--- src/sv/sagp_pkg.sv ---
`timescale 1ns / 1ps

package sagp_pkg;

    localparam int POS_W      = 16;
    localparam int DIFF_W     = 17;
    localparam int SQ_W       = 34;
    localparam int DOT_W      = 35;
    localparam int DIST_W     = 17;
    localparam int MAXD_W     = 15;
    localparam int GAIN_W     = 16;
    localparam int ATT_QW     = 16;
    localparam int DOP_QW     = 13;
    localparam int DOP_NUM_W  = 39;
    localparam int DOP_DEN_W  = 26;
    localparam int SPEED_W    = 9;
    localparam int FACTOR_W   = 14;

    localparam logic [GAIN_W-1:0]   UNITY_Q15    = 16'd32768;
    localparam logic [FACTOR_W-1:0] UNITY_Q12    = 14'd4096;
    localparam logic [FACTOR_W-1:0] DOP_MIN      = 14'd2048;
    localparam logic [FACTOR_W-1:0] DOP_MAX      = 14'd8192;
    localparam logic [SPEED_W-1:0]  SOUND_SPEED  = 9'd343;
    // distance below 0.1: 100 * S < 65536
    localparam logic [SQ_W-1:0]     NEAR_LIMIT   = 34'd656;
    localparam logic [MAXD_W-1:0]   MAXD_RESET   = 15'd12800;
    localparam logic [GAIN_W-1:0]   MUSIC_RESET  = 16'd22938;

    typedef enum logic [2:0] {
        REG_LISTENER_POS  = 3'd0,
        REG_LISTENER_VEL  = 3'd1,
        REG_MAX_DIST      = 3'd2,
        REG_MASTER_GAIN   = 3'd3,
        REG_EFFECTS_GAIN  = 3'd4,
        REG_MUSIC_GAIN    = 3'd5,
        REG_SPEECH_GAIN   = 3'd6
    } cfg_reg_t;

    typedef enum logic [1:0] {
        CLASS_EFFECTS = 2'd0,
        CLASS_MUSIC   = 2'd1,
        CLASS_SPEECH  = 2'd2,
        CLASS_UNITY   = 2'd3
    } audio_class_t;

    typedef struct packed {
        logic              spatial;
        logic [GAIN_W-1:0] volume;
        logic [15:0]       base_pitch;
        logic [GAIN_W-1:0] cls_gain;
    } voice_t;

    typedef struct packed {
        logic far;
        logic dop_en;
        logic neg;
        logic sat;
    } dop_ctl_t;

endpackage

--- src/sv/sagp_sqrt.sv ---
`timescale 1ns / 1ps

module sagp_sqrt (
    input  logic                                  clk,
    input  logic                                  rst_n,
    input  logic                                  ce,
    input  logic                                  in_valid,
    input  logic [sagp_pkg::SQ_W-1:0]             sq_sum,
    input  logic signed [sagp_pkg::DOT_W-1:0]     dot,
    input  logic                                  near,
    input  sagp_pkg::voice_t                      voice_in,
    output logic                                  out_valid,
    output logic [sagp_pkg::DIST_W-1:0]           distance,
    output logic signed [sagp_pkg::DOT_W-1:0]     dot_out,
    output logic                                  near_out,
    output sagp_pkg::voice_t                      voice_out
);

    localparam int STEPS = sagp_pkg::DIST_W;
    localparam int ACC_W = sagp_pkg::SQ_W + 1;
    localparam logic [ACC_W-1:0] ONE = 1;

    logic [STEPS-1:0]                   valid_reg;
    logic [STEPS-1:0]                   near_reg;
    logic [ACC_W-1:0]                   rem_reg [STEPS];
    logic [ACC_W-1:0]                   rem_next [STEPS];
    logic [ACC_W-1:0]                   res_reg [STEPS];
    logic [ACC_W-1:0]                   res_next [STEPS];
    logic signed [sagp_pkg::DOT_W-1:0]  dot_reg [STEPS];
    sagp_pkg::voice_t                   voice_reg [STEPS];

    // one result bit per stage, bit-pair method from the top
    always_comb
    begin
        logic [ACC_W-1:0] rem_in;
        logic [ACC_W-1:0] res_in;
        logic [ACC_W-1:0] bitv;
        logic [ACC_W-1:0] trial;
        for (int s = 0; s < STEPS; s++)
        begin
            if (s == 0)
            begin
                rem_in = {1'b0, sq_sum};
                res_in = '0;
            end
            else
            begin
                rem_in = rem_reg[s-1];
                res_in = res_reg[s-1];
            end
            bitv  = ONE << (2 * (STEPS - 1 - s));
            trial = res_in + bitv;
            if (rem_in >= trial)
            begin
                rem_next[s] = rem_in - trial;
                res_next[s] = (res_in >> 1) + bitv;
            end
            else
            begin
                rem_next[s] = rem_in;
                res_next[s] = res_in >> 1;
            end
        end
    end

    always_ff @(posedge clk or negedge rst_n)
    begin
        if (!rst_n)
            valid_reg <= '0;
        else if (ce)
            valid_reg <= {valid_reg[STEPS-2:0], in_valid};
    end

    always_ff @(posedge clk)
    begin
        if (ce)
        begin
            near_reg <= {near_reg[STEPS-2:0], near};
            for (int s = 0; s < STEPS; s++)
            begin
                rem_reg[s] <= rem_next[s];
                res_reg[s] <= res_next[s];
                if (s == 0)
                begin
                    dot_reg[s]   <= dot;
                    voice_reg[s] <= voice_in;
                end
                else
                begin
                    dot_reg[s]   <= dot_reg[s-1];
                    voice_reg[s] <= voice_reg[s-1];
                end
            end
        end
    end

    assign out_valid = valid_reg[STEPS-1];
    assign distance  = res_reg[STEPS-1][sagp_pkg::DIST_W-1:0];
    assign dot_out   = dot_reg[STEPS-1];
    assign near_out  = near_reg[STEPS-1];
    assign voice_out = voice_reg[STEPS-1];

endmodule

--- config.mk ---
export PLATFORM = sky130hd
export DESIGN_NAME = sagp_sqrt
export DESIGN_NICKNAME = d
export VERILOG_FILES = /design/src/sv/sagp_pkg.sv /design/src/sv/sagp_sqrt.sv
export SDC_FILE = /design/constraint.sdc
export NUM_CORES = 2
export LEC_CHECK = 0
export ABC_AREA = 1
export ABC_CLOCK_PERIOD_IN_PS = 2940
export BUFFER_PORTS_ARGS = -buffer_cell sky130_fd_sc_hd__buf_2
export CAP_MARGIN = 20
export CORE_MARGIN = 4
export CORE_UTILIZATION = 25
export CTS_CLUSTER_SIZE = 12
export DETAILED_ROUTE_END_ITERATION = 8
export GPL_ROUTABILITY_DRIVEN = 0
export HOLD_SLACK_MARGIN = 0.02
export PLACE_DENSITY = 0.44
export RECOVER_POWER = 50
export SYNTH_ARGS = -nofsm -noshare
export SYNTH_HDL_FRONTEND = slang
export SYNTH_SLANG_ARGS = --single-unit
--- constraint.sdc ---
create_clock -name clk -period 2.94 [get_ports clk]
set_input_delay 0.147 -clock clk [delete_from_list [all_inputs] [get_ports clk]]
set_output_delay 0.147 -clock clk [all_outputs]
set_load 0.005 [all_outputs]
==> reports/metrics.yaml <==
status: "complete, but fails checks"
violations: "capacitance limit, slew limit"
grt_pass1_vias: 46908
final_cell_mix: "2158 x edfxtp_1, 1377 x nand2_1, 699 x inv_1, 463 x nor2_1, 253 x nand3_1"
relSlewSlack: -0.136
dr_total_vias: 45350
cts_root_buffer: "clkbuf_16"
area_growth_pct: 21.0
cts_resized: 0
die_w_um: 585
min_path_type: "in2reg"
final_cells: 11268
post_cts_buffers: 0
synth_edf_count: 2158
synth_top_family_by_area: "simple AND/OR/NAND/NOR gates"
clock_skew_ns: 0.0680
cts_tree: "done"
dp.final_hpwl_um: 110000
switching_share: 0.240
synth_top_flop_cell: "edfxtp_1"
clk_pin_slew_ns: 0.06
cap_violations: 1
ir_drop_mv: 0.470
largest_register_ffs: 833
switching_power_mw: 17.8
clkSinkCount: 2175
tightestPinTransition_ns: 1.70
cp_data_required_time_ns: 3.49
finalPower_mw: 74.0
worstPathMaxFanout: 31
antenna_left: 0
period_needed_ns: 2.77
synth_top_area_cell: "edfxtp_1"
end_kind: "flop"
synthArstFlopShare: 0.00782
synth_top_area_frac: 0.779
antenna_found_initial: 3
yosys_warnings: 0
portBuffers: 225
drtPass1Iterations: 6
slew_viol_final: 50
p_comb_frac: 0.094
yosys.area_share.adder: 0.0250
synth_area_leaders: "edfxtp_1 78%, nand2_1 6.2%, inv_1 3.2%, ha_1 2.5%, nor2_1 2.1%"
grt-ovfl-total: 0
synth_compound_area_frac: 0.0215
multi_input_comb_area_um2: 15100
clockPowerShare: 0.390
synth-xor-area-share: 0.0152
first_iter_violations: 3136
whs_ns: 0.173
critical_path_class: "reg2reg"
die-area_um2: 342000
drc: 0
synth.area.mux_share: 0.000406
grt_max_degree: 101
ys_seq_area_frac: 0.784
syn_area_um2: 83200
row_count: 211
startpoint_type: "flop"
hold_viol: 0
grt_usage: 0.0929
cts-buffers-inserted: 242
p_leak_nw: 38.2
synth_nets: 6204
io_pins: 226
htree_levels: 4
routed_via_density: 4.02
layout_commonest_cell: "edfxtp_1"
fp.dieH_um: 585
p_int_mw: 56.2
cts_buffer_depth: 4
drive_above_1_share: 0.101
fmaxAchievable_ghz: 0.361
power_density_nw_per_um2: 735
synthSimpleGateAreaFrac: 0.119
grt_first_pass_wirelength_um: 256000
place_inst: 10590
fin_nets: 7002
syn_inst: 5915
ys_ff_latch: 2175
wirelength_um: 163000
power_frac_seq: 0.516
avgRoutedWirePerCell_um: 14.4
avgSynthCellArea_um2: 14.1
seq_area_um2: 65200
cp.arrival_ns: 3.32
core_um2: 331000
rsz0062_at_grt: "true"
clkLatencyLatePin_ns: 0.91
finalCritPeriodShare: 0.942
fill_cells: 32850
initial_core_util: 0.251
yosysUniqueCellTypes: 53
finalSetupViolCount: 0
==> power groups by stage <==
stage / clock network, mW / registers (mW) / logic (mW)
6_report: 28.8 / 38.2 / 6.96
3_3_place_gp: 0 / 38.8 / 6.65
4_1_cts: 30.3 / 38.2 / 6.99
5_1_grt: 31.5 / 38.4 / 7.91
2_1_floorplan: 0 / 38.2 / 4.35
3_5_place_dp: 0 / 38.8 / 6.72
==> cell families after synthesis <==
logic type	count (synthesis)
other	1
multiplexers	3
XOR/XNOR	144
flip-flops	2175
adder cells (fa/ha/maj)	166
AO/OA/AOI/OAI	329
AND/OR/NAND/NOR	2356
buffers and inverters	741
==> worst max-delay path: stages, from the launching register on <==
cell and delay [ns]:
edfxtp_1 0.47, inv_1 0.07, ha_1 0.36, nand2_1 0.11
inv_1 0.06, a21oi_1 0.24, nand3_1 0.16, nand2_1 0.14
nand3_1 0.12, inv_2 0.39, o21ai_0 0.34
==> area by class of cell <==
type,count,share of cell area
Antenna cell,2,0.0000497
Clock buffer,315,0.0633
Clock inverter,116,0.0118
Inverter,708,0.0264
Multi-Input combinational cell,2999,0.150
Sequential cell,2175,0.648
Tap cell,4366,0.0543
Timing Repair Buffer,587,0.0461
==> what timing repair did <==
item,in CTS,in global routing
hold buffers,245,0
endpoints found under the setup margin,0,1
hold endpoints to repair,403,0
==> routing by layer <==
layer / vias up / wire [um] / GRT usage
met5: - / 0 / 0
met4: 0 / 6990 / 0.0415
met3: 398 / 8110 / 0.0183
met2: 975 / 75700 / 0.154
met1: 21739 / 71700 / 0.118
li1: 22238 / - / -
==> per-stage QoR <==
step	area [um^2]	util	setup WS, ns	TNS [ns]
floorplan	83200	-	0.872	0
global placement	90800	0.274	-0.00225	-0.00225
detailed placement	90800	0.274	0.111	0
CTS	101000	0.305	0.110	0
global route	101000	0.304	-0.0150	-0.0150
finish	101000	0.304	0.171	0
==> Yosys cell counts, types with 4 or more instances <==
| cell type | instances |
|---|---|
| edfxtp_1 | 2158 |
| nand2_1 | 1377 |
| inv_1 | 699 |
| nor2_1 | 463 |
| nand3_1 | 253 |
| a21oi_1 | 182 |
| ha_1 | 166 |
| xor2_1 | 101 |
| o21ai_0 | 94 |
| nand4_1 | 86 |
| nor3_1 | 61 |
| xnor2_1 | 43 |
| nand3b_1 | 37 |
| nor4_1 | 25 |
| dfrtp_1 | 17 |
| buf_2 | 11 |
| o21ai_2 | 11 |
| buf_4 | 10 |
| inv_2 | 9 |
| nand2_2 | 9 |
| o21ai_1 | 9 |
| buf_6 | 8 |
| nor3_2 | 7 |
| o21bai_1 | 7 |
| nor2_2 | 6 |
| a21o_1 | 5 |
| a21oi_2 | 5 |
| o21a_1 | 5 |
| and2_1 | 4 |
| nand3_2 | 4 |
| nor2b_1 | 4 |
| o211ai_1 | 4 |
| or2_2 | 4 |
==> path summary, 6_finish.rpt <==
check / from / end / slack (ns) / cells after the start
worst max-delay path: res_reg[0][403] / rem_reg[0][437] / 0.17 / 10
worst max register to register: res_reg[0][403] / rem_reg[0][437] / 0.17 / 10
max in group asynchronous: rst_n / valid_reg[14] / 1.98 / 3
worst min-delay path: sq_sum[33] / rem_reg[0][32] / 0.17 / 4
min in group asynchronous: rst_n / valid_reg[5] / 0.46 / 3
worst min register to register: dot_reg[0][44] / dot_reg[0][79] / 0.39 / 0
No activity file was read; power rests on OpenSTA's default activity.
