--- src/sv/sagp_pkg.sv ---
`timescale 1ns / 1ps

package sagp_pkg;

    localparam int POS_W      = 16;
    localparam int DIFF_W     = 17;
    localparam int SQ_W       = 34;
    localparam int DOT_W      = 35;
    localparam int DIST_W     = 17;
    localparam int MAXD_W     = 15;
    localparam int GAIN_W     = 16;
    localparam int ATT_QW     = 16;
    localparam int DOP_QW     = 13;
    localparam int DOP_NUM_W  = 39;
    localparam int DOP_DEN_W  = 26;
    localparam int SPEED_W    = 9;
    localparam int FACTOR_W   = 14;

    localparam logic [GAIN_W-1:0]   UNITY_Q15    = 16'd32768;
    localparam logic [FACTOR_W-1:0] UNITY_Q12    = 14'd4096;
    localparam logic [FACTOR_W-1:0] DOP_MIN      = 14'd2048;
    localparam logic [FACTOR_W-1:0] DOP_MAX      = 14'd8192;
    localparam logic [SPEED_W-1:0]  SOUND_SPEED  = 9'd343;
    // distance below 0.1: 100 * S < 65536
    localparam logic [SQ_W-1:0]     NEAR_LIMIT   = 34'd656;
    localparam logic [MAXD_W-1:0]   MAXD_RESET   = 15'd12800;
    localparam logic [GAIN_W-1:0]   MUSIC_RESET  = 16'd22938;

    typedef enum logic [2:0] {
        REG_LISTENER_POS  = 3'd0,
        REG_LISTENER_VEL  = 3'd1,
        REG_MAX_DIST      = 3'd2,
        REG_MASTER_GAIN   = 3'd3,
        REG_EFFECTS_GAIN  = 3'd4,
        REG_MUSIC_GAIN    = 3'd5,
        REG_SPEECH_GAIN   = 3'd6
    } cfg_reg_t;

    typedef enum logic [1:0] {
        CLASS_EFFECTS = 2'd0,
        CLASS_MUSIC   = 2'd1,
        CLASS_SPEECH  = 2'd2,
        CLASS_UNITY   = 2'd3
    } audio_class_t;

    typedef struct packed {
        logic              spatial;
        logic [GAIN_W-1:0] volume;
        logic [15:0]       base_pitch;
        logic [GAIN_W-1:0] cls_gain;
    } voice_t;

    typedef struct packed {
        logic far;
        logic dop_en;
        logic neg;
        logic sat;
    } dop_ctl_t;

endpackage

--- src/sv/sagp_front.sv ---
`timescale 1ns / 1ps

module sagp_front (
    input  logic                                  clk,
    input  logic                                  rst_n,
    input  logic                                  ce,
    input  logic                                  in_valid,
    input  logic signed [sagp_pkg::POS_W-1:0]     source_x,
    input  logic signed [sagp_pkg::POS_W-1:0]     source_y,
    input  logic signed [sagp_pkg::POS_W-1:0]     source_z,
    input  sagp_pkg::voice_t                      voice_in,
    input  logic [47:0]                           listener_position,
    input  logic [47:0]                           listener_vel,
    output logic                                  out_valid,
    output logic [sagp_pkg::SQ_W-1:0]             sq_sum,
    output logic signed [sagp_pkg::DOT_W-1:0]     dot,
    output logic                                  near,
    output sagp_pkg::voice_t                      voice_out
);

    logic [2:0]                             valid_reg;
    logic signed [sagp_pkg::POS_W-1:0]      src [3];
    logic signed [sagp_pkg::DIFF_W-1:0]     d_reg [3];
    logic signed [sagp_pkg::DIFF_W-1:0]     d_next [3];
    logic [32:0]                            sq_reg [3];
    logic [32:0]                            sq_next [3];
    logic signed [32:0]                     pr_reg [3];
    logic signed [32:0]                     pr_next [3];
    logic [sagp_pkg::SQ_W-1:0]              sum_reg, sum_next;
    logic signed [sagp_pkg::DOT_W-1:0]      dot_reg, dot_next;
    logic                                   near_reg, near_next;
    sagp_pkg::voice_t                       voice1_reg, voice2_reg, voice3_reg;

    assign src[0] = source_x;
    assign src[1] = source_y;
    assign src[2] = source_z;

    always_comb
    begin
        logic signed [33:0] sq_full;
        for (int k = 0; k < 3; k++)
        begin
            d_next[k]  = {src[k][15], src[k]}
                       - {listener_position[16*k+15], listener_position[16*k +: 16]};
            sq_full    = d_reg[k] * d_reg[k];
            sq_next[k] = sq_full[32:0];
            pr_next[k] = $signed(listener_vel[16*k +: 16]) * d_reg[k];
        end
        sum_next  = {1'b0, sq_reg[0]} + {1'b0, sq_reg[1]} + {1'b0, sq_reg[2]};
        dot_next  = {{2{pr_reg[0][32]}}, pr_reg[0]}
                  + {{2{pr_reg[1][32]}}, pr_reg[1]}
                  + {{2{pr_reg[2][32]}}, pr_reg[2]};
        near_next = sum_next < sagp_pkg::NEAR_LIMIT;
    end

    always_ff @(posedge clk or negedge rst_n)
    begin
        if (!rst_n)
            valid_reg <= '0;
        else if (ce)
            valid_reg <= {valid_reg[1:0], in_valid};
    end

    always_ff @(posedge clk)
    begin
        if (ce)
        begin
            for (int k = 0; k < 3; k++)
            begin
                d_reg[k]  <= d_next[k];
                sq_reg[k] <= sq_next[k];
                pr_reg[k] <= pr_next[k];
            end
            voice1_reg <= voice_in;
            voice2_reg <= voice1_reg;
            sum_reg    <= sum_next;
            dot_reg    <= dot_next;
            near_reg   <= near_next;
            voice3_reg <= voice2_reg;
        end
    end

    assign out_valid = valid_reg[2];
    assign sq_sum    = sum_reg;
    assign dot       = dot_reg;
    assign near      = near_reg;
    assign voice_out = voice3_reg;

endmodule

--- config.mk ---
export PLATFORM = sky130hd
export DESIGN_NAME = sagp_front
export DESIGN_NICKNAME = d
export VERILOG_FILES = /design/src/sv/sagp_pkg.sv /design/src/sv/sagp_front.sv
export SDC_FILE = /design/constraint.sdc
export NUM_CORES = 2
export LEC_CHECK = 0
export BUFFER_PORTS_ARGS = -buffer_cell sky130_fd_sc_hd__buf_2
export CAP_MARGIN = 10
export CORE_UTILIZATION = 49
export CTS_CLUSTER_SIZE = 10
export DETAILED_ROUTE_END_ITERATION = 6
export PLACE_DENSITY = 0.66
export RECOVER_POWER = 25
export SLEW_MARGIN = 20
export SYNTH_ARGS = -nofsm -noshare
export SYNTH_HDL_FRONTEND = slang
export SYNTH_SLANG_ARGS = --single-unit
--- constraint.sdc ---
create_clock -name clk -period 15.4 [get_ports clk]
set_clock_uncertainty 0.05 [all_clocks]
set_input_delay 3.08 -clock clk [delete_from_list [all_inputs] [get_ports clk]]
set_output_delay 3.08 -clock clk [all_outputs]
set_load 0.005 [all_outputs]
==> flow_metrics.env <==
export IMPL_avgRoutedWirePerCell_um=18.14
export IMPL_cts_setup_buffers=0
export IMPL_clkTransAtPathRegs_ns=0.06
export IMPL_maxSlewHeadroom_pct=-307.6
export IMPL_cts_resized_gates=0
export IMPL_status="finished, violations left"
export IMPL_vias_per_cell=5.159
export IMPL_violations="max-capacitance violations, max-slew violations"
export IMPL_synth_top_cells_by_area="fa_1 42%, edfxtp_1 17%, ha_1 9.8%"
export IMPL_final_nets=10535
export IMPL_regArea_um2=13980
export IMPL_fp_dieW_um=406.1
export IMPL_clock_sinks=466
export IMPL_drc=0
export IMPL_antenna_found_initial=22
export IMPL_placed_area_um2=83860
export IMPL_cts_tree="yes"
export IMPL_routed_wirelength_um=185800
export IMPL_maxSlewViolCount=218
export IMPL_finalHoldViolations=0
export IMPL_largest_reg_flops=99
export IMPL_initialDrtViolationCount=2920
export IMPL_hold_class="flip-flop to flip-flop"
export IMPL_cts_buffers=61
export IMPL_timing_final_crit_share_pct=59.52
export IMPL_io_pins=317
export IMPL_grt_overflow_total=0
export IMPL_critical_path_class="primary input to flip-flop"
export IMPL_initial_core_util_pct=49.61
export IMPL_final_setup_viol_count=0
export IMPL_grt_pass1_vias=57849
export IMPL_synth_cell_area_um2=80020
export IMPL_fin_tns_setup_ns=0
export IMPL_synthCells=7831
export IMPL_cts_hold_buf=0
export IMPL_drive_gt1_share_pct=6.143
export IMPL_synth_flop_cell="edfxtp_1"
export IMPL_core_area_um2=161300
export IMPL_multiInputGateArea_um2=57510
export IMPL_vias=52832
export IMPL_dp_cells=10127
export IMPL_synth_edf_count=463
export IMPL_max_cap_violations=4
export IMPL_min_period_ns=9.166
export IMPL_track_usage_pct=23.85
export IMPL_clock_root_buffer="clkbuf_16"
export IMPL_grt_max_degree=183
export IMPL_async_reset_ff_share_pct=0.6438
export IMPL_yosysWarnings=0
export IMPL_numPortBuffers=316
export IMPL_ctsLongestPathBuffers=3
export IMPL_fin_area_um2=85780
export IMPL_critPathLaunchType="primary input"
export IMPL_synth_seq_area_share_pct=17.47
export IMPL_rsz0062_at_grt="false"
export IMPL_num_fill_cells=14340
export IMPL_critPathCaptureType="flip-flop"
export IMPL_htree_num_levels=2
export IMPL_grt_pass1_wl_um=307200
export IMPL_hpwl_um=148400
export IMPL_die_area_um2=164900
export IMPL_clk_latency_ns=0.73
export IMPL_worstMarginPinSlew_ns=6.113
export IMPL_first_pass_iters=6
export IMPL_die_h_um=406.1
export IMPL_fmax_mhz=109.1
export IMPL_yosys_area_top_type="fa_1"
export IMPL_synth_distinct_cells=86
export IMPL_required_ns=15.83
export IMPL_final_cells=10240
export IMPL_drtAntennaViolNets=0
export IMPL_syn_area_per_cell_um2=10.22
export IMPL_cp_max_fo=17
export IMPL_synth_top_area_share_pct=42.05
export IMPL_yosys_register_bits=466
export IMPL_gp_congestion=0.9060
export IMPL_syn_to_final_growth_pct=7.189
export IMPL_cp_arrival_ns=9.60
export IMPL_num_rows=147
-- layer usage --
metal	track usage [%]	wire length, um	vias to the layer above
li1	-	-	23941
met1	32.51	79280	27243
met2	40.01	90320	1364
met3	3.061	10720	278
met4	6.660	5403	6
met5	0	38	-
-- synth_stat cells, drive strengths merged (37+ instances only) --
cell type / n
fa: 1681
inv: 2029
nor3: 44
o21ai: 123
clkbuf: 231
nand2b: 47
and2: 556
ha: 627
nor2b: 60
edfxtp: 463
xnor2: 264
o21bai: 37
a21oi: 209
nand3: 48
a21o: 89
nor2: 233
xor2: 71
nand2: 731
-- cells in the final DEF (no fill, tap or decap), types with 14 or more instances in the layout --
cell and instances:
inv_1 2029, fa_1 1681, nand2_1 731, ha_1 627, and2_1 549, edfxtp_1 463
buf_2 309, xnor2_1 264, nor2_1 233, a21oi_1 206, o21ai_0 113, a21o_1 87
xor2_1 71, clkbuf_16 61, nor2b_1 60, buf_4 50, nand3_1 48, nand2b_1 47
nor3_1 42, o21bai_1 37, clkbuf_1 29, o21a_1 25, a211oi_1 22, and3_1 18
a31oi_1 18, nand4_1 15, or3_1 14, a31o_2 14
-- through the flow --
| stage | hold slack [ns] | util, % | worst slack (ns) |
|---|---|---|---|
| after CTS | 0.3641 | 53.20 | 6.310 |
| after floorplan | 0.3503 | - | 6.173 |
| after detailed placement | 0.3545 | 51.99 | 5.560 |
| final | 0.3629 | 53.18 | 6.234 |
| after global routing | 0.3665 | 53.17 | 5.949 |
| after global placement | 0.3503 | 51.99 | 5.689 |
-- layout make-up --
type | instances | share of cell area [%]
diodes | 6 | 0.01750
clock buffers | 81 | 1.879
clock inverters | 26 | 0.3997
inverters | 2029 | 8.879
multi-input cells | 5101 | 67.05
flip-flops and latches | 466 | 16.30
well taps | 2160 | 3.151
repair buffers | 371 | 2.331
-- cell families after synthesis --
| kind of cell | Yosys count | share of synthesized area, % |
|---|---|---|
| xor+xnor | 335 | 3.666 |
| simple gates | 1802 | 10.99 |
| other cells | 1 | 0.004686 |
| mux | 7 | 0.09693 |
| compound gates | 646 | 5.274 |
| buf+inv | 2266 | 10.64 |
| fa+ha+maj | 2308 | 51.86 |
| flops | 466 | 17.47 |
-- worst paths after layout --
path,start,to,slack [ns],cells past startpoint
setup / recovery,listener_vel[1],pr_reg[0][31]$_DFFE_PP_,6.23,22
hold / removal,voice2_reg[5]$_DFFE_PP_,voice_out[5]$_DFFE_PP_,0.36,0
setup reg to reg,d_reg[0][0]$_DFFE_PP_,sq_reg[0][31]$_DFFE_PP_,6.96,22
hold reg to reg,voice2_reg[5]$_DFFE_PP_,voice_out[5]$_DFFE_PP_,0.36,0
max in group asynchronous,rst_n,valid_reg[0]$_DFFE_PN0P_,13.01,1
min in group asynchronous,rst_n,valid_reg[1]$_DFFE_PN0P_,2.14,1
-- critical path, cell delays in order --
cell	delay, ns
buf_2	0.33
nand2_1	0.14
fa_1	0.53
fa_1	0.55
inv_1	0.06
fa_1	0.48
fa_1	0.52
fa_1	0.52
inv_1	0.05
fa_1	0.48
inv_1	0.04
ha_1	0.34
nand3_1	0.17
nor4_1	0.38
and4bb_1	0.28
o41ai_4	0.50
nand2_1	0.16
a311oi_2	0.40
a41oi_1	0.22
o21ai_1	0.16
a21oi_1	0.09
xnor2_1	0.13
Power is left out: the tool's default activity adds up to more than one toggle a clock period on the data nets, which glitch-free logic cannot reach.
