### src/sv/sagp_pkg.sv
`timescale 1ns / 1ps

package sagp_pkg;

    localparam int POS_W      = 16;
    localparam int DIFF_W     = 17;
    localparam int SQ_W       = 34;
    localparam int DOT_W      = 35;
    localparam int DIST_W     = 17;
    localparam int MAXD_W     = 15;
    localparam int GAIN_W     = 16;
    localparam int ATT_QW     = 16;
    localparam int DOP_QW     = 13;
    localparam int DOP_NUM_W  = 39;
    localparam int DOP_DEN_W  = 26;
    localparam int SPEED_W    = 9;
    localparam int FACTOR_W   = 14;

    localparam logic [GAIN_W-1:0]   UNITY_Q15    = 16'd32768;
    localparam logic [FACTOR_W-1:0] UNITY_Q12    = 14'd4096;
    localparam logic [FACTOR_W-1:0] DOP_MIN      = 14'd2048;
    localparam logic [FACTOR_W-1:0] DOP_MAX      = 14'd8192;
    localparam logic [SPEED_W-1:0]  SOUND_SPEED  = 9'd343;
    // distance below 0.1: 100 * S < 65536
    localparam logic [SQ_W-1:0]     NEAR_LIMIT   = 34'd656;
    localparam logic [MAXD_W-1:0]   MAXD_RESET   = 15'd12800;
    localparam logic [GAIN_W-1:0]   MUSIC_RESET  = 16'd22938;

    typedef enum logic [2:0] {
        REG_LISTENER_POS  = 3'd0,
        REG_LISTENER_VEL  = 3'd1,
        REG_MAX_DIST      = 3'd2,
        REG_MASTER_GAIN   = 3'd3,
        REG_EFFECTS_GAIN  = 3'd4,
        REG_MUSIC_GAIN    = 3'd5,
        REG_SPEECH_GAIN   = 3'd6
    } cfg_reg_t;

    typedef enum logic [1:0] {
        CLASS_EFFECTS = 2'd0,
        CLASS_MUSIC   = 2'd1,
        CLASS_SPEECH  = 2'd2,
        CLASS_UNITY   = 2'd3
    } audio_class_t;

    typedef struct packed {
        logic              spatial;
        logic [GAIN_W-1:0] volume;
        logic [15:0]       base_pitch;
        logic [GAIN_W-1:0] cls_gain;
    } voice_t;

    typedef struct packed {
        logic far;
        logic dop_en;
        logic neg;
        logic sat;
    } dop_ctl_t;

endpackage

### src/sv/sagp_back.sv
`timescale 1ns / 1ps

module sagp_back (
    input  logic                                  clk,
    input  logic                                  rst_n,
    input  logic                                  ce,
    input  logic                                  in_valid,
    input  logic [sagp_pkg::ATT_QW-1:0]           atten_q,
    input  logic [sagp_pkg::DOP_QW-1:0]           dop_q,
    input  sagp_pkg::dop_ctl_t                    ctl_in,
    input  sagp_pkg::voice_t                      voice_in,
    input  logic [sagp_pkg::GAIN_W-1:0]           master_gain,
    output logic                                  out_valid,
    output logic [sagp_pkg::GAIN_W-1:0]           final_gain,
    output logic [15:0]                           final_pitch,
    output logic                                  out_of_range
);

    localparam int FW = sagp_pkg::FACTOR_W;

    logic [3:0]                         valid_reg;
    logic [3:0]                         far_reg;
    logic [sagp_pkg::GAIN_W-1:0]        att1_reg, att1_next;
    logic [FW-1:0]                      fac1_reg, fac1_next;
    sagp_pkg::voice_t                   voice1_reg, voice2_reg;
    logic [sagp_pkg::DOP_QW-1:0]        mag;
    logic [31:0]                        p1;
    logic [29:0]                        pp;
    logic [16:0]                        pt;
    logic [15:0]                        g1_reg, pitch2_reg, pitch2_next;
    logic [31:0]                        p2;
    logic [16:0]                        g2_reg;
    logic [15:0]                        pitch3_reg, pitch4_reg;
    logic [32:0]                        p3;
    logic [17:0]                        g3;
    logic [sagp_pkg::GAIN_W-1:0]        gain4_reg, gain4_next;

    always_comb
    begin
        mag = ctl_in.sat ? '1 : dop_q;
        priority if (!ctl_in.dop_en)
            fac1_next = sagp_pkg::UNITY_Q12;
        else if (ctl_in.neg)
            fac1_next = ({1'b0, mag} >= (sagp_pkg::UNITY_Q12 - sagp_pkg::DOP_MIN))
                      ? sagp_pkg::DOP_MIN : sagp_pkg::UNITY_Q12 - {1'b0, mag};
        else
            fac1_next = ({1'b0, mag} >= (sagp_pkg::DOP_MAX - sagp_pkg::UNITY_Q12))
                      ? sagp_pkg::DOP_MAX : sagp_pkg::UNITY_Q12 + {1'b0, mag};

        priority if (!voice_in.spatial)
            att1_next = sagp_pkg::UNITY_Q15;
        else if (ctl_in.far)
            att1_next = '0;
        else
            att1_next = atten_q;

        p1          = {16'b0, voice1_reg.volume} * {16'b0, att1_reg};
        pp          = {14'b0, voice1_reg.base_pitch} * {16'b0, fac1_reg};
        pt          = pp[28:12];
        pitch2_next = pt[16] ? 16'hFFFF : pt[15:0];

        p2          = {16'b0, g1_reg} * {16'b0, voice2_reg.cls_gain};

        p3          = {16'b0, g2_reg} * {17'b0, master_gain};
        g3          = p3[32:15];
        gain4_next  = (g3 > {2'b0, sagp_pkg::UNITY_Q15}) ? sagp_pkg::UNITY_Q15 : g3[15:0];
    end

    always_ff @(posedge clk or negedge rst_n)
    begin
        if (!rst_n)
            valid_reg <= '0;
        else if (ce)
            valid_reg <= {valid_reg[2:0], in_valid};
    end

    always_ff @(posedge clk)
    begin
        if (ce)
        begin
            far_reg    <= {far_reg[2:0], ctl_in.far};
            att1_reg   <= att1_next;
            fac1_reg   <= fac1_next;
            voice1_reg <= voice_in;
            g1_reg     <= p1[30:15];
            pitch2_reg <= pitch2_next;
            voice2_reg <= voice1_reg;
            g2_reg     <= p2[31:15];
            pitch3_reg <= pitch2_reg;
            gain4_reg  <= gain4_next;
            pitch4_reg <= pitch3_reg;
        end
    end

    assign out_valid    = valid_reg[3];
    assign final_gain   = gain4_reg;
    assign final_pitch  = pitch4_reg;
    assign out_of_range = far_reg[3];

endmodule

### config.mk
export PLATFORM = sky130hd
export DESIGN_NAME = sagp_back
export DESIGN_NICKNAME = d
export VERILOG_FILES = /design/src/sv/sagp_pkg.sv /design/src/sv/sagp_back.sv
export SDC_FILE = /design/constraint.sdc
export NUM_CORES = 2
export LEC_CHECK = 0
export BUFFER_PORTS_ARGS = -buffer_cell sky130_fd_sc_hd__buf_2
export CORE_UTILIZATION = 60
export CTS_BUF_LIST = sky130_fd_sc_hd__clkbuf_4 sky130_fd_sc_hd__clkbuf_8
export CTS_CLUSTER_SIZE = 10
export DETAILED_ROUTE_END_ITERATION = 7
export PLACE_DENSITY = 0.78
export SLEW_MARGIN = 20
export SYNTH_ARGS = -nofsm -noshare
export SYNTH_HDL_FRONTEND = slang
export SYNTH_SLANG_ARGS = --single-unit
### constraint.sdc
create_clock -name clk -period 7.9 [get_ports clk]
set_input_delay 2.37 -clock clk [delete_from_list [all_inputs] [get_ports clk]]
set_output_delay 2.37 -clock clk [all_outputs]
set_load 0.02 [all_outputs]
==> impl_metrics.py <==
metrics = {
    "clock_network": {
        "clock_latency_ns": 0.56,
        "clock-sinks": 199,
        "max-clock-path-buffers": 2,
        "cts_htree_levels": 4,
        "clkTransAtPathRegs_ns": 0.12,
        "clock_tree_from_tritoncts": "built",
        "tritoncts.num_buffers": 17,
        "root_buffer_master": "sky130_fd_sc_hd__clkbuf_8",
    },
    "synth": {
        "cell_type_with_the_highest_aggregate_area_in_the_netlist": "sky130_fd_sc_hd__fa_1",
        "ranking_of_synthesized_cells_by_area": "sky130_fd_sc_hd__fa_1 (40%), sky130_fd_sc_hd__edfxtp_1 (15%), sky130_fd_sc_hd__ha_1 (13%), sky130_fd_sc_hd__inv_1 (8.6%), sky130_fd_sc_hd__nand2_1 (6.6%)",
        "synth.most_common_cell": "sky130_fd_sc_hd__inv_1",
        "seq_area_frac_synth_pct": 15.7,
        "synth.cells.most_frequent": "sky130_fd_sc_hd__inv_1 (868), sky130_fd_sc_hd__fa_1 (755), sky130_fd_sc_hd__nand2_1 (665)",
        "synth-edff-count": 195,
        "syn-mean-instance-area_um2": 9.70,
        "synth_ff_type": "sky130_fd_sc_hd__edfxtp_1",
        "mappedNetlistNets": 5164,
        "number_of_instances_in_the_synthesized_netlist": 3918,
        "synth-async-reset-ratio_pct": 2.01,
        "synthDominantCellAreaShare_pct": 39.8,
        "synth_warnings": 0,
        "synthesis.area_um2": 38000,
        "netlist-cell-type-count": 66,
        "postSynthRegisterBits": 199,
    },
    "placement": {
        "dp_hpwl_mm": 66.9,
        "placement.io_buffers": 135,
        "gp_congestion": 0.903,
        "placed_area_um2": 40500,
    },
    "route": {
        "drt_drc_violations_left": 0,
        "avgViaCountPerCell": 5.42,
        "postRouteWirelength_mm": 82.7,
        "first_iter_violations": 1611,
        "wl_per_cell_um": 16.7,
        "vias": 26900,
        "drtPass1Iterations": 6,
        "postRouteAntennaNets": 0,
    },
    "critical_path": {
        "cp_common_cell": "sky130_fd_sc_hd__fa_1",
        "worst_r2r_startpoint": "g2_reg[6]$_DFFE_PP_",
        "timing.critical_path.to_type": "register",
        "timing.critical_path.buf_inv": 5,
        "timing.reg2reg.setup_slack_ns": 0.77,
        "critPathLaunchType": "primary input",
        "worst-path-max-fanout": 8,
        "timing.critical_path.cells": "buf_12 > and2_4 > fa_1 > inv_1 > fa_1 > fa_1 > inv_2 > fa_1 > fa_1 > fa_1 > ha_4 > a21o_1 > a311o_1 > a2111oi_4 > o21ba_4 > a31oi_4 > or4_4 > a221oi_4 > buf_4 > buf_6 > nand3_4 > a211oi_2",
        "worst_r2r_endpoint": "final_gain[4]$_SDFFCE_PN0P_",
        "critPathMaxStageDelay_ns": 0.54,
        "worstPathRequired_ns": 8.30,
        "slowest_stage": "sky130_fd_sc_hd__fa_1",
        "setup.worst_path.class": "primary input to register",
        "timing.critical_path.depth": 22,
        "worst_ep_arrival_time_ns": 8.59,
        "path_delay_family": "adder cells",
        "r2r_cell_count": 22,
        "timing.critical_path.from": "master_gain[4]",
    },
    "floorplan": {
        "core_area_um2": 62200,
        "die_area_um2": 64400,
        "die_height_um": 254,
        "fp.dieW_um": 254,
        "initial_core_util_pct": 61.1,
        "io_pins": 136,
        "num_rows": 91,
    },
    "timing": {
        "finalSetupViolCount": 15,
        "tightestPinTransition_ns": 0.859,
        "max_slew_headroom_pct": 42.6,
        "finalCriticalPeriod_ns": 8.19,
        "maxClockFrequency_ghz": 0.122,
        "worst_clock_skew_ns": 0.0198,
        "unrepaired_setup_endpoints_after_global_routing": "yes",
        "timing_max_transition_violations_final": 0,
        "worst_setup_slack_final_ns": -0.291,
        "layout_worst_path_cycle_share_pct": 104,
        "hold_viol": 0,
    },
    "worst_hold_path": {
        "worstHoldEndpoint": "final_pitch[0]$_DFFE_PP_",
        "worstHoldPathType": "register to register",
        "worst_hold_path.num_cells": 0,
        "min_from": "pitch3_reg[0]$_DFFE_PP_",
    },
    "outcome": {
        "failed_checks": "setup timing",
        "run_status": "finished, violations left",
    },
    "global_routing": {
        "grt_antenna_before_repair": 3,
        "wire_length_of_the_first_global_routing_pass_mm": 137,
        "global_route.overflow_total": 0,
        "grt_pass1_vias": 28500,
        "global_route.usage.total_pct": 27.0,
        "grt_max_degree": 121,
    },
    "layout": {
        "areaGrowthSynthToFinish_pct": 9.38,
        "final-seq-area_um2": 5960,
        "insertedDiodeCount": 0,
        "nNetsFinal": 5351,
        "largest_register_ffs": 48,
        "drive_gt1_share_pct": 10.6,
        "num-fill-cells": 4812,
        "multiInputGateArea_um2": 28800,
        "final_cell_area_excluding_filler_cells_um2": 41600,
    },
    "flow_run": {
        "number_of_violations_of_the_max_capacitance_limit": 0,
    },
}
[worst reg2reg max path: stages, from the launching register on]
cell,delay [ns]
sky130_fd_sc_hd__edfxtp_1,0.83
sky130_fd_sc_hd__nand2_1,0.20
sky130_fd_sc_hd__fa_1,0.58
sky130_fd_sc_hd__inv_1,0.06
sky130_fd_sc_hd__fa_1,0.55
sky130_fd_sc_hd__fa_1,0.45
sky130_fd_sc_hd__fa_1,0.48
sky130_fd_sc_hd__fa_1,0.49
sky130_fd_sc_hd__inv_1,0.05
sky130_fd_sc_hd__fa_1,0.47
sky130_fd_sc_hd__inv_1,0.06
sky130_fd_sc_hd__ha_4,0.22
sky130_fd_sc_hd__and2_4,0.15
sky130_fd_sc_hd__a311o_1,0.32
sky130_fd_sc_hd__a2111oi_4,0.37
sky130_fd_sc_hd__o21ba_4,0.20
sky130_fd_sc_hd__a31oi_4,0.08
sky130_fd_sc_hd__or4_4,0.52
sky130_fd_sc_hd__a221oi_4,0.34
sky130_fd_sc_hd__buf_4,0.17
sky130_fd_sc_hd__buf_6,0.10
sky130_fd_sc_hd__nand3_4,0.09
sky130_fd_sc_hd__a211oi_2,0.20
[through the flow]
stage / std cells / TNS (ns) / util, % / hold WS [ns] / worst slack (ns)
2_1_floorplan: 3918 / -7.39 / - / 0.400 / -0.658
3_3_place_gp: 4909 / -13.66 / 65.2 / 0.400 / -1.02
3_5_place_dp: 4909 / -15.36 / 65.2 / 0.405 / -1.15
4_1_cts: 4951 / -3.75 / 66.4 / 0.413 / -0.348
5_1_grt: 4955 / -5.10 / 66.9 / 0.428 / -0.449
6_report: 4955 / -2.78 / 66.9 / 0.412 / -0.291
[worst max path at each step]
stage / to / slack, ns
2_1_floorplan: final_gain[0]$_SDFFCE_PN0P_ / -0.66
3_3_place_gp: final_gain[0]$_SDFFCE_PN0P_ / -1.02
3_5_place_dp: final_gain[12]$_SDFFCE_PN0P_ / -1.15
4_1_cts: final_gain[0]$_SDFFCE_PN0P_ / -0.35
5_1_grt: final_gain[9]$_SDFFCE_PN0P_ / -0.45
6_report: final_gain[4]$_SDFFCE_PN0P_ / -0.29
[timing repair]
item / CTS / global route
pin swaps: 46 / 50
cloned: 1 / 0
setup buffers: 10 / 4
gates resized for setup: 55 / 71
endpoints found under the setup margin: 16 / 16
hold buffers: 0 / 0
[cell families after synthesis]
| group | synth area share (%) |
|---|---|
| compound gates | 4.33 |
| xor+xnor | 1.18 |
| fa+ha+maj | 52.6 |
| buf+inv | 9.95 |
| flops | 15.7 |
| mux | 0.197 |
| simple gates | 16.1 |
[cell type report]
cell class,instances,share of cell area [%]
multi-input cells,2713,69.2
flip-flops and latches,199,14.3
inverters,868,7.84
repair buffers,306,5.13
well taps,837,2.52
clock buffers,18,0.581
clock inverters,14,0.451
[per-layer routing]
metal  vias up  track usage (%)  wire (um)
li1      12300                -          -
met1     13600             35.1      33900
met2       798             46.6      42000
met3       161             3.55       4500
met4         2             9.47       2310
met5         -                0         13
[layout by cell type (no fill, tap or decap), types with 14 or more instances in the layout]
master	count
sky130_fd_sc_hd__a21o_1	27
sky130_fd_sc_hd__a21oi_1	44
sky130_fd_sc_hd__and2_1	387
sky130_fd_sc_hd__and3_1	16
sky130_fd_sc_hd__buf_2	123
sky130_fd_sc_hd__buf_4	154
sky130_fd_sc_hd__buf_6	23
sky130_fd_sc_hd__clkbuf_8	18
sky130_fd_sc_hd__edfxtp_1	195
sky130_fd_sc_hd__fa_1	745
sky130_fd_sc_hd__ha_1	381
sky130_fd_sc_hd__inv_1	858
sky130_fd_sc_hd__nand2_1	659
sky130_fd_sc_hd__nand3_1	22
sky130_fd_sc_hd__nor2_1	58
sky130_fd_sc_hd__nor2b_1	14
sky130_fd_sc_hd__nor3_1	34
sky130_fd_sc_hd__o21a_1	15
sky130_fd_sc_hd__o21ai_0	40
sky130_fd_sc_hd__xnor2_1	40
Power is not shown: default switching activity piles up to over one toggle a cycle in this logic, so the estimate is an artifact.
