--- src/sv/sagp_pkg.sv ---
`timescale 1ns / 1ps

package sagp_pkg;

    localparam int POS_W      = 16;
    localparam int DIFF_W     = 17;
    localparam int SQ_W       = 34;
    localparam int DOT_W      = 35;
    localparam int DIST_W     = 17;
    localparam int MAXD_W     = 15;
    localparam int GAIN_W     = 16;
    localparam int ATT_QW     = 16;
    localparam int DOP_QW     = 13;
    localparam int DOP_NUM_W  = 39;
    localparam int DOP_DEN_W  = 26;
    localparam int SPEED_W    = 9;
    localparam int FACTOR_W   = 14;

    localparam logic [GAIN_W-1:0]   UNITY_Q15    = 16'd32768;
    localparam logic [FACTOR_W-1:0] UNITY_Q12    = 14'd4096;
    localparam logic [FACTOR_W-1:0] DOP_MIN      = 14'd2048;
    localparam logic [FACTOR_W-1:0] DOP_MAX      = 14'd8192;
    localparam logic [SPEED_W-1:0]  SOUND_SPEED  = 9'd343;
    // distance below 0.1: 100 * S < 65536
    localparam logic [SQ_W-1:0]     NEAR_LIMIT   = 34'd656;
    localparam logic [MAXD_W-1:0]   MAXD_RESET   = 15'd12800;
    localparam logic [GAIN_W-1:0]   MUSIC_RESET  = 16'd22938;

    typedef enum logic [2:0] {
        REG_LISTENER_POS  = 3'd0,
        REG_LISTENER_VEL  = 3'd1,
        REG_MAX_DIST      = 3'd2,
        REG_MASTER_GAIN   = 3'd3,
        REG_EFFECTS_GAIN  = 3'd4,
        REG_MUSIC_GAIN    = 3'd5,
        REG_SPEECH_GAIN   = 3'd6
    } cfg_reg_t;

    typedef enum logic [1:0] {
        CLASS_EFFECTS = 2'd0,
        CLASS_MUSIC   = 2'd1,
        CLASS_SPEECH  = 2'd2,
        CLASS_UNITY   = 2'd3
    } audio_class_t;

    typedef struct packed {
        logic              spatial;
        logic [GAIN_W-1:0] volume;
        logic [15:0]       base_pitch;
        logic [GAIN_W-1:0] cls_gain;
    } voice_t;

    typedef struct packed {
        logic far;
        logic dop_en;
        logic neg;
        logic sat;
    } dop_ctl_t;

endpackage

--- src/sv/sagp_div.sv ---
`timescale 1ns / 1ps

module sagp_div (
    input  logic                                  clk,
    input  logic                                  rst_n,
    input  logic                                  ce,
    input  logic                                  in_valid,
    input  logic [sagp_pkg::DIST_W-1:0]           distance,
    input  logic signed [sagp_pkg::DOT_W-1:0]     dot,
    input  logic                                  near,
    input  sagp_pkg::voice_t                      voice_in,
    input  logic [sagp_pkg::MAXD_W-1:0]           falloff_len,
    output logic                                  out_valid,
    output logic [sagp_pkg::ATT_QW-1:0]           atten_q,
    output logic [sagp_pkg::DOP_QW-1:0]           dop_q,
    output sagp_pkg::dop_ctl_t                    ctl_out,
    output sagp_pkg::voice_t                      voice_out
);

    localparam int STEPS  = sagp_pkg::ATT_QW;
    localparam int AREM_W = sagp_pkg::MAXD_W + sagp_pkg::ATT_QW;
    localparam int DREM_W = sagp_pkg::DOP_NUM_W;
    localparam int DEN_W  = sagp_pkg::DOP_DEN_W;
    localparam int QD_W   = sagp_pkg::DOP_QW;

    logic                               valid_a_reg, valid_b_reg;
    sagp_pkg::dop_ctl_t                 ctl_a_reg, ctl_a_next, ctl_b_reg, ctl_b_next;
    logic [sagp_pkg::MAXD_W-1:0]        diff_a_reg, diff_a_next, diff_b_reg;
    logic [DEN_W-1:0]                   den_a_reg, den_a_next, den_b_reg;
    logic [DREM_W-1:0]                  num_a_reg, num_a_next, num_b_reg;
    logic [sagp_pkg::DOT_W-1:0]         mag;
    sagp_pkg::voice_t                   voice_a_reg, voice_b_reg;

    logic [STEPS-1:0]                   valid_reg;
    logic [AREM_W-1:0]                  arem_reg [STEPS];
    logic [AREM_W-1:0]                  arem_next [STEPS];
    logic [DREM_W-1:0]                  drem_reg [STEPS];
    logic [DREM_W-1:0]                  drem_next [STEPS];
    logic [DEN_W-1:0]                   dden_reg [STEPS];
    logic [DEN_W-1:0]                   dden_next [STEPS];
    logic [STEPS-1:0]                   qa_reg [STEPS];
    logic [STEPS-1:0]                   qa_next [STEPS];
    logic [QD_W-1:0]                    qd_reg [STEPS];
    logic [QD_W-1:0]                    qd_next [STEPS];
    sagp_pkg::dop_ctl_t                 ctl_reg [STEPS];
    sagp_pkg::voice_t                   voice_reg [STEPS];

    // range check, falloff numerator, Doppler numerator and denominator
    always_comb
    begin
        mag = dot[sagp_pkg::DOT_W-1] ? $unsigned(-dot) : $unsigned(dot);
        ctl_a_next.far    = voice_in.spatial
                          && (distance >= {{(sagp_pkg::DIST_W-sagp_pkg::MAXD_W){1'b0}},
                                           falloff_len});
        ctl_a_next.dop_en = voice_in.spatial && !near;
        ctl_a_next.neg    = dot[sagp_pkg::DOT_W-1];
        ctl_a_next.sat    = 1'b0;
        diff_a_next       = falloff_len - distance[sagp_pkg::MAXD_W-1:0];
        den_a_next        = {{(DEN_W-sagp_pkg::DIST_W){1'b0}}, distance}
                          * {{(DEN_W-sagp_pkg::SPEED_W){1'b0}}, sagp_pkg::SOUND_SPEED};
        num_a_next        = {mag, 4'b0000};
    end

    // quotient would not fit the Doppler bits: clamp later
    always_comb
    begin
        ctl_b_next     = ctl_a_reg;
        ctl_b_next.sat = num_a_reg[DREM_W-1:QD_W] >= den_a_reg;
    end

    // restoring division, one quotient bit per stage (Doppler: i<QD_W)
    always_comb
    begin
        logic [AREM_W-1:0] ar;
        logic [AREM_W-1:0] ad;
        logic [DREM_W-1:0] dr;
        logic [DREM_W-1:0] dd_sh;
        logic [DEN_W-1:0]  dd;
        logic [STEPS-1:0]  qa;
        logic [QD_W-1:0]   qd;
        int                i;
        for (int s = 0; s < STEPS; s++)
        begin
            i = STEPS - 1 - s;
            if (s == 0)
            begin
                ar = {1'b0, diff_b_reg, {(STEPS-1){1'b0}}};
                dr = num_b_reg;
                dd = den_b_reg;
                qa = '0;
                qd = '0;
            end
            else
            begin
                ar = arem_reg[s-1];
                dr = drem_reg[s-1];
                dd = dden_reg[s-1];
                qa = qa_reg[s-1];
                qd = qd_reg[s-1];
            end
            ad = {{(AREM_W-sagp_pkg::MAXD_W){1'b0}}, falloff_len} << i;
            if (ar >= ad)
            begin
                arem_next[s] = ar - ad;
                qa_next[s]   = {qa[STEPS-2:0], 1'b1};
            end
            else
            begin
                arem_next[s] = ar;
                qa_next[s]   = {qa[STEPS-2:0], 1'b0};
            end
            dd_sh = {{(DREM_W-DEN_W){1'b0}}, dd} << i;
            if (i >= QD_W)
            begin
                drem_next[s] = dr;
                qd_next[s]   = qd;
            end
            else if (dr >= dd_sh)
            begin
                drem_next[s] = dr - dd_sh;
                qd_next[s]   = {qd[QD_W-2:0], 1'b1};
            end
            else
            begin
                drem_next[s] = dr;
                qd_next[s]   = {qd[QD_W-2:0], 1'b0};
            end
            dden_next[s] = dd;
        end
    end

    always_ff @(posedge clk or negedge rst_n)
    begin
        if (!rst_n)
        begin
            valid_a_reg <= 1'b0;
            valid_b_reg <= 1'b0;
            valid_reg   <= '0;
        end
        else if (ce)
        begin
            valid_a_reg <= in_valid;
            valid_b_reg <= valid_a_reg;
            valid_reg   <= {valid_reg[STEPS-2:0], valid_b_reg};
        end
    end

    always_ff @(posedge clk)
    begin
        if (ce)
        begin
            ctl_a_reg   <= ctl_a_next;
            diff_a_reg  <= diff_a_next;
            den_a_reg   <= den_a_next;
            num_a_reg   <= num_a_next;
            voice_a_reg <= voice_in;
            ctl_b_reg   <= ctl_b_next;
            diff_b_reg  <= diff_a_reg;
            den_b_reg   <= den_a_reg;
            num_b_reg   <= num_a_reg;
            voice_b_reg <= voice_a_reg;
            for (int s = 0; s < STEPS; s++)
            begin
                arem_reg[s] <= arem_next[s];
                drem_reg[s] <= drem_next[s];
                dden_reg[s] <= dden_next[s];
                qa_reg[s]   <= qa_next[s];
                qd_reg[s]   <= qd_next[s];
                if (s == 0)
                begin
                    ctl_reg[s]   <= ctl_b_reg;
                    voice_reg[s] <= voice_b_reg;
                end
                else
                begin
                    ctl_reg[s]   <= ctl_reg[s-1];
                    voice_reg[s] <= voice_reg[s-1];
                end
            end
        end
    end

    assign out_valid = valid_reg[STEPS-1];
    assign atten_q   = qa_reg[STEPS-1];
    assign dop_q     = qd_reg[STEPS-1];
    assign ctl_out   = ctl_reg[STEPS-1];
    assign voice_out = voice_reg[STEPS-1];

endmodule

--- config.mk ---
export PLATFORM = sky130hd
export DESIGN_NAME = sagp_div
export DESIGN_NICKNAME = d
export VERILOG_FILES = /design/src/sv/sagp_pkg.sv /design/src/sv/sagp_div.sv
export SDC_FILE = /design/constraint.sdc
export NUM_CORES = 2
export LEC_CHECK = 0
export ABC_AREA = 1
export ABC_CLOCK_PERIOD_IN_PS = 3420
export BUFFER_PORTS_ARGS = -buffer_cell sky130_fd_sc_hd__buf_2
export CAP_MARGIN = 25
export CORE_ASPECT_RATIO = 2
export CORE_MARGIN = 2
export CORE_UTILIZATION = 45
export CTS_CLUSTER_DIAMETER = 120
export DETAILED_ROUTE_END_ITERATION = 8
export PLACE_DENSITY = 0.59
export SKIP_CTS_REPAIR_TIMING = 1
export SLEW_MARGIN = 15
export SYNTH_ARGS = -nofsm -noshare
export SYNTH_HDL_FRONTEND = slang
export SYNTH_SLANG_ARGS = --single-unit
--- constraint.sdc ---
create_clock -name clk -period 3.42 [get_ports clk]
set_input_delay 0.684 -clock clk [delete_from_list [all_inputs] [get_ports clk]]
set_output_delay 0.684 -clock clk [all_outputs]
set_load 0.05 [all_outputs]
==> qor_table.md <==
| Quantity | This run |
| --- | --- |
| Required arrival time at the worst endpoint | 4.10 ns |
| CP Class | in2reg |
| Synth top cells by count | sky130_fd_sc_hd__nand2_1, sky130_fd_sc_hd__edfxtp_1, sky130_fd_sc_hd__inv_1 |
| Critical Path Slowest Stage Cell | sky130_fd_sc_hd__fa_1 |
| Top delay family on crit path | adder cells |
| Width of the die | 394 microns |
| Path class of the lowest-slack min-delay path | in2reg |
| Cell variety after synth | 58 |
| Fraction of synthesis flops using an asynchronous set or reset pin | 0.688% |
| Clock tree root buffer cell | sky130_fd_sc_hd__clkbuf_16 |
| P per Cell Area | 780 nW/um^2 |
| Post-route worst hold slack | 0.0310 ns |
| Length of routed met3 wiring | 17300 microns |
| Total congestion overflow after global routing | 0 |
| Vias in the first global route | 108000 |
| Parity-gate share of the synthesized area counting xor and xnor cells | 2.75% |
| Placed Cells | 19000 |
| Slowest cell delay on critical path | 0.56 ns |
| Violated checks | negative setup slack |
| Top routing layer in use | met5 |
| Routed metal-1 wirelength | 130000 microns |
| Max reg flops | 784 |
| Sink Count | 2616 |
| Number of antenna violations at the first check in global routing | 28 |
| Pin count of the biggest net entering global routing | 149 |
| Largest area contributor in the synthesized netlist | sky130_fd_sc_hd__edfxtp_1 |
| Synth top area share | 57.0% |
| DRC violations left | 0 |
| Total via count in the routed design | 102000 |
| Post-route clock period utilization | 101% |
| Critical path cell sequence | buf_2, inv_1, fa_1, inv_2, ha_4, inv_2, fa_1, fa_1, inv_2, ha_4, a21oi_4, nand2_4, nand4_1, nand2_2, nand3_2, nand2_4, nand2_2, nand2_1, nand2_1, nand2_1 |
| Number of nets still failing antenna checks after routing | 0 |
| Most common cell in the netlist | sky130_fd_sc_hd__nand2_1 |
| Combined area of all synthesized cells | 137000 sq um |
| Post-synthesis mux area share | 0.0165% |
| Final Instance Count excl. Fillers | 19500 |
| Gate Count Post-Synth | 14100 |
| FF-to-FF setup slack | 0.03 ns |
| Number of detailed-routing iterations run before antenna repair | 6 |
| Crit-path max FO | 4 |
| Via-to-Cell Ratio | 5.24 |
| Simple-gate share of the synthesized area | 20.2% |
| Average detailed-routed wire length per instance | 24.8 microns |
| Worst Skew | 0.110 ns |
| Max clock buf depth | 4 |
| Unrepaired setup endpoints after global routing | yes |
| Die area | 309000 sq um |
| Post-CTS clock slew at the launch and capture registers of the worst setup and hold paths | 0.07 ns |
| Post-synthesis share of cell area spent on full adders, half adders and majority gates | 7.70% |
| Clock insertion delay at the later pin of the skew report | 0.97 ns |
| Flops & latches, synth | 2616 |
| Number of DRC markers in iteration 0 | 5614 |
| Most frequently used flop master after synthesis | sky130_fd_sc_hd__edfxtp_1 |
| Global placer's final weighted congestion | 1.03 |
| Share of layout cells above drive strength 1 | 10.6% |
| Worst-case headroom to the max-slew limit | 32.2% |
| Routed Wire Length | 484000 microns |
| Number of max-slew violations in the final report | 0 |
| Final critical delay including setup and external delays | 3.45 ns |
| CP endpoint kind | flip-flop |
| Area growth from synthesis to layout | 15.4% |
| Initial standard-cell utilization of the core | 45.2% |
| Tot GR Track Use | 31.2% |
| Cell Rows | 286 |
| Number of enable flip-flop cells after synthesis | 2598 |
| Wire length of the first global-routing pass | 692000 microns |
| Status | finished, violations left |
| Final setup vio count | 2 |
| Worst vdd rail ir drop | 0.000527 V |
| Compound-cell area share of the yosys netlist | 5.64% |
| Number of nets in the layout | 16200 |
| Number of buffers added on ports | 203 |
| H-tree depth | 4 |
| Clock tree from TritonCTS | yes |
| Largest family of logic cells by synthesized area | simple AND/OR/NAND/NOR gates |
| Setup crit start kind | input port |
| Max capacitance violation total | 0 |
| Vertical die dimension | 784 microns |
| Average cell area after synthesis | 9.68 sq um |
| Number of buffers and inverters on the critical path | 5 |
| Sequential fraction of the synthesis area | 57.3% |
| Measured slew at the worst slew-check pin | 1.01 ns |
| Number of buffers created by CTS | 238 |
| Ranking of synthesized cells by area | sky130_fd_sc_hd__edfxtp_1, sky130_fd_sc_hd__nand2_1, sky130_fd_sc_hd__ha_1, sky130_fd_sc_hd__inv_1, sky130_fd_sc_hd__nor2_1 |
| Data arrival, critical path | 4.13 ns |
| Highest clock rate | 290 MHz |
| Top-Level Pins | 204 |
| Count of final hold-check violations | 0 |
| Leakage | 68.6 nW |
| Area of the placeable core | 303000 sq um |
| Setup slack of the critical path after layout | -0.0275 ns |
| DP Wirelength | 387000 microns |
| Synthesized netlist net count | 15000 |
| Met2 WL post-DR | 271000 microns |
| Number of warnings reported in the yosys synthesis log | 0 |
==> cell type report <==
type                       instances  area [sq um]
multi-input combinational       9369         50300
clock buffer                     282          6180
antenna                           27          67.6
timing repair buffer            1096          8890
tap                             4032          5040
fill                           28500        145000
inverter                        1972          7420
sequential                      2616         78500
clock inverter                   149          1620
==> through the flow <==
| stage | cell area [sq um] | worst slack (ns) | utilization [%] | TNS (ns) | power [W] |
|---|---|---|---|---|---|
| floorplan | 137000 | -0.385 | - | -4.88 | 0.0736 |
| CTS | 157000 | -0.170 | 51.8 | -0.553 | 0.123 |
| global placement | 149000 | -1.19 | 49.2 | -17.77 | 0.0951 |
| global route | 158000 | -0.142 | 52.1 | -0.529 | 0.130 |
| detailed placement | 149000 | -1.17 | 49.2 | -17.89 | 0.0952 |
| finish | 158000 | -0.0275 | 52.1 | -0.0494 | 0.123 |
==> worst paths after layout <==
path                                        from               end  cells past startpoint
worst max-delay path                 distance[6]     den_a_reg[22]                     20
worst min-delay path                        near      ctl_a_reg[2]                      2
worst max register to register  dden_reg[0][174]  drem_reg[0][300]                     12
worst min register to register  voice_reg[4][45]  voice_reg[4][94]                      0
max in group asynchronous                  rst_n     valid_reg[13]                      2
min in group asynchronous                  rst_n     valid_reg[12]                      2
==> layout by cell type (no fill, tap or decap), drive strengths merged, types with 83 or more instances in the layout <==
| cell type | Yosys | routed |
|---|---|---|
| a21oi | 766 | 766 |
| buf | 163 | 1040 |
| clkbuf | 14 | 286 |
| clkinv | 2 | 87 |
| edfxtp | 2598 | 2598 |
| fa | 83 | 83 |
| ha | 710 | 710 |
| inv | 1970 | 1990 |
| nand2 | 4272 | 4272 |
| nand3 | 732 | 732 |
| nand4 | 263 | 263 |
| nor2 | 1107 | 1107 |
| nor3 | 147 | 147 |
| o21ai | 547 | 547 |
| xnor2 | 156 | 156 |
| xor2 | 274 | 274 |
==> where the power goes <==
part	switching [W]	internal (W)	leakage, nW
clock	0.0126	0.0147	3.76
sequential	0.00362	0.0424	25.4
combinational	0.0329	0.0171	39.4
==> logic make-up after synthesis <==
group,after synthesis
xor gates and xnor gates,430
AOI/OAI and AO/OA,1454
and+or+nand+nor,6690
buffers and inverters,2149
adders and majority gates,793
muxes,2
DFF,2616
==> layer usage <==
layer / vias to the layer above / track usage, %
met4: 18 / 34.7
met3: 1897 / 5.56
met5: - / 0
met2: 2797 / 62.1
li1: 49600 / -
met1: 48100 / 22.7
Power figures use the tool's default switching activity.
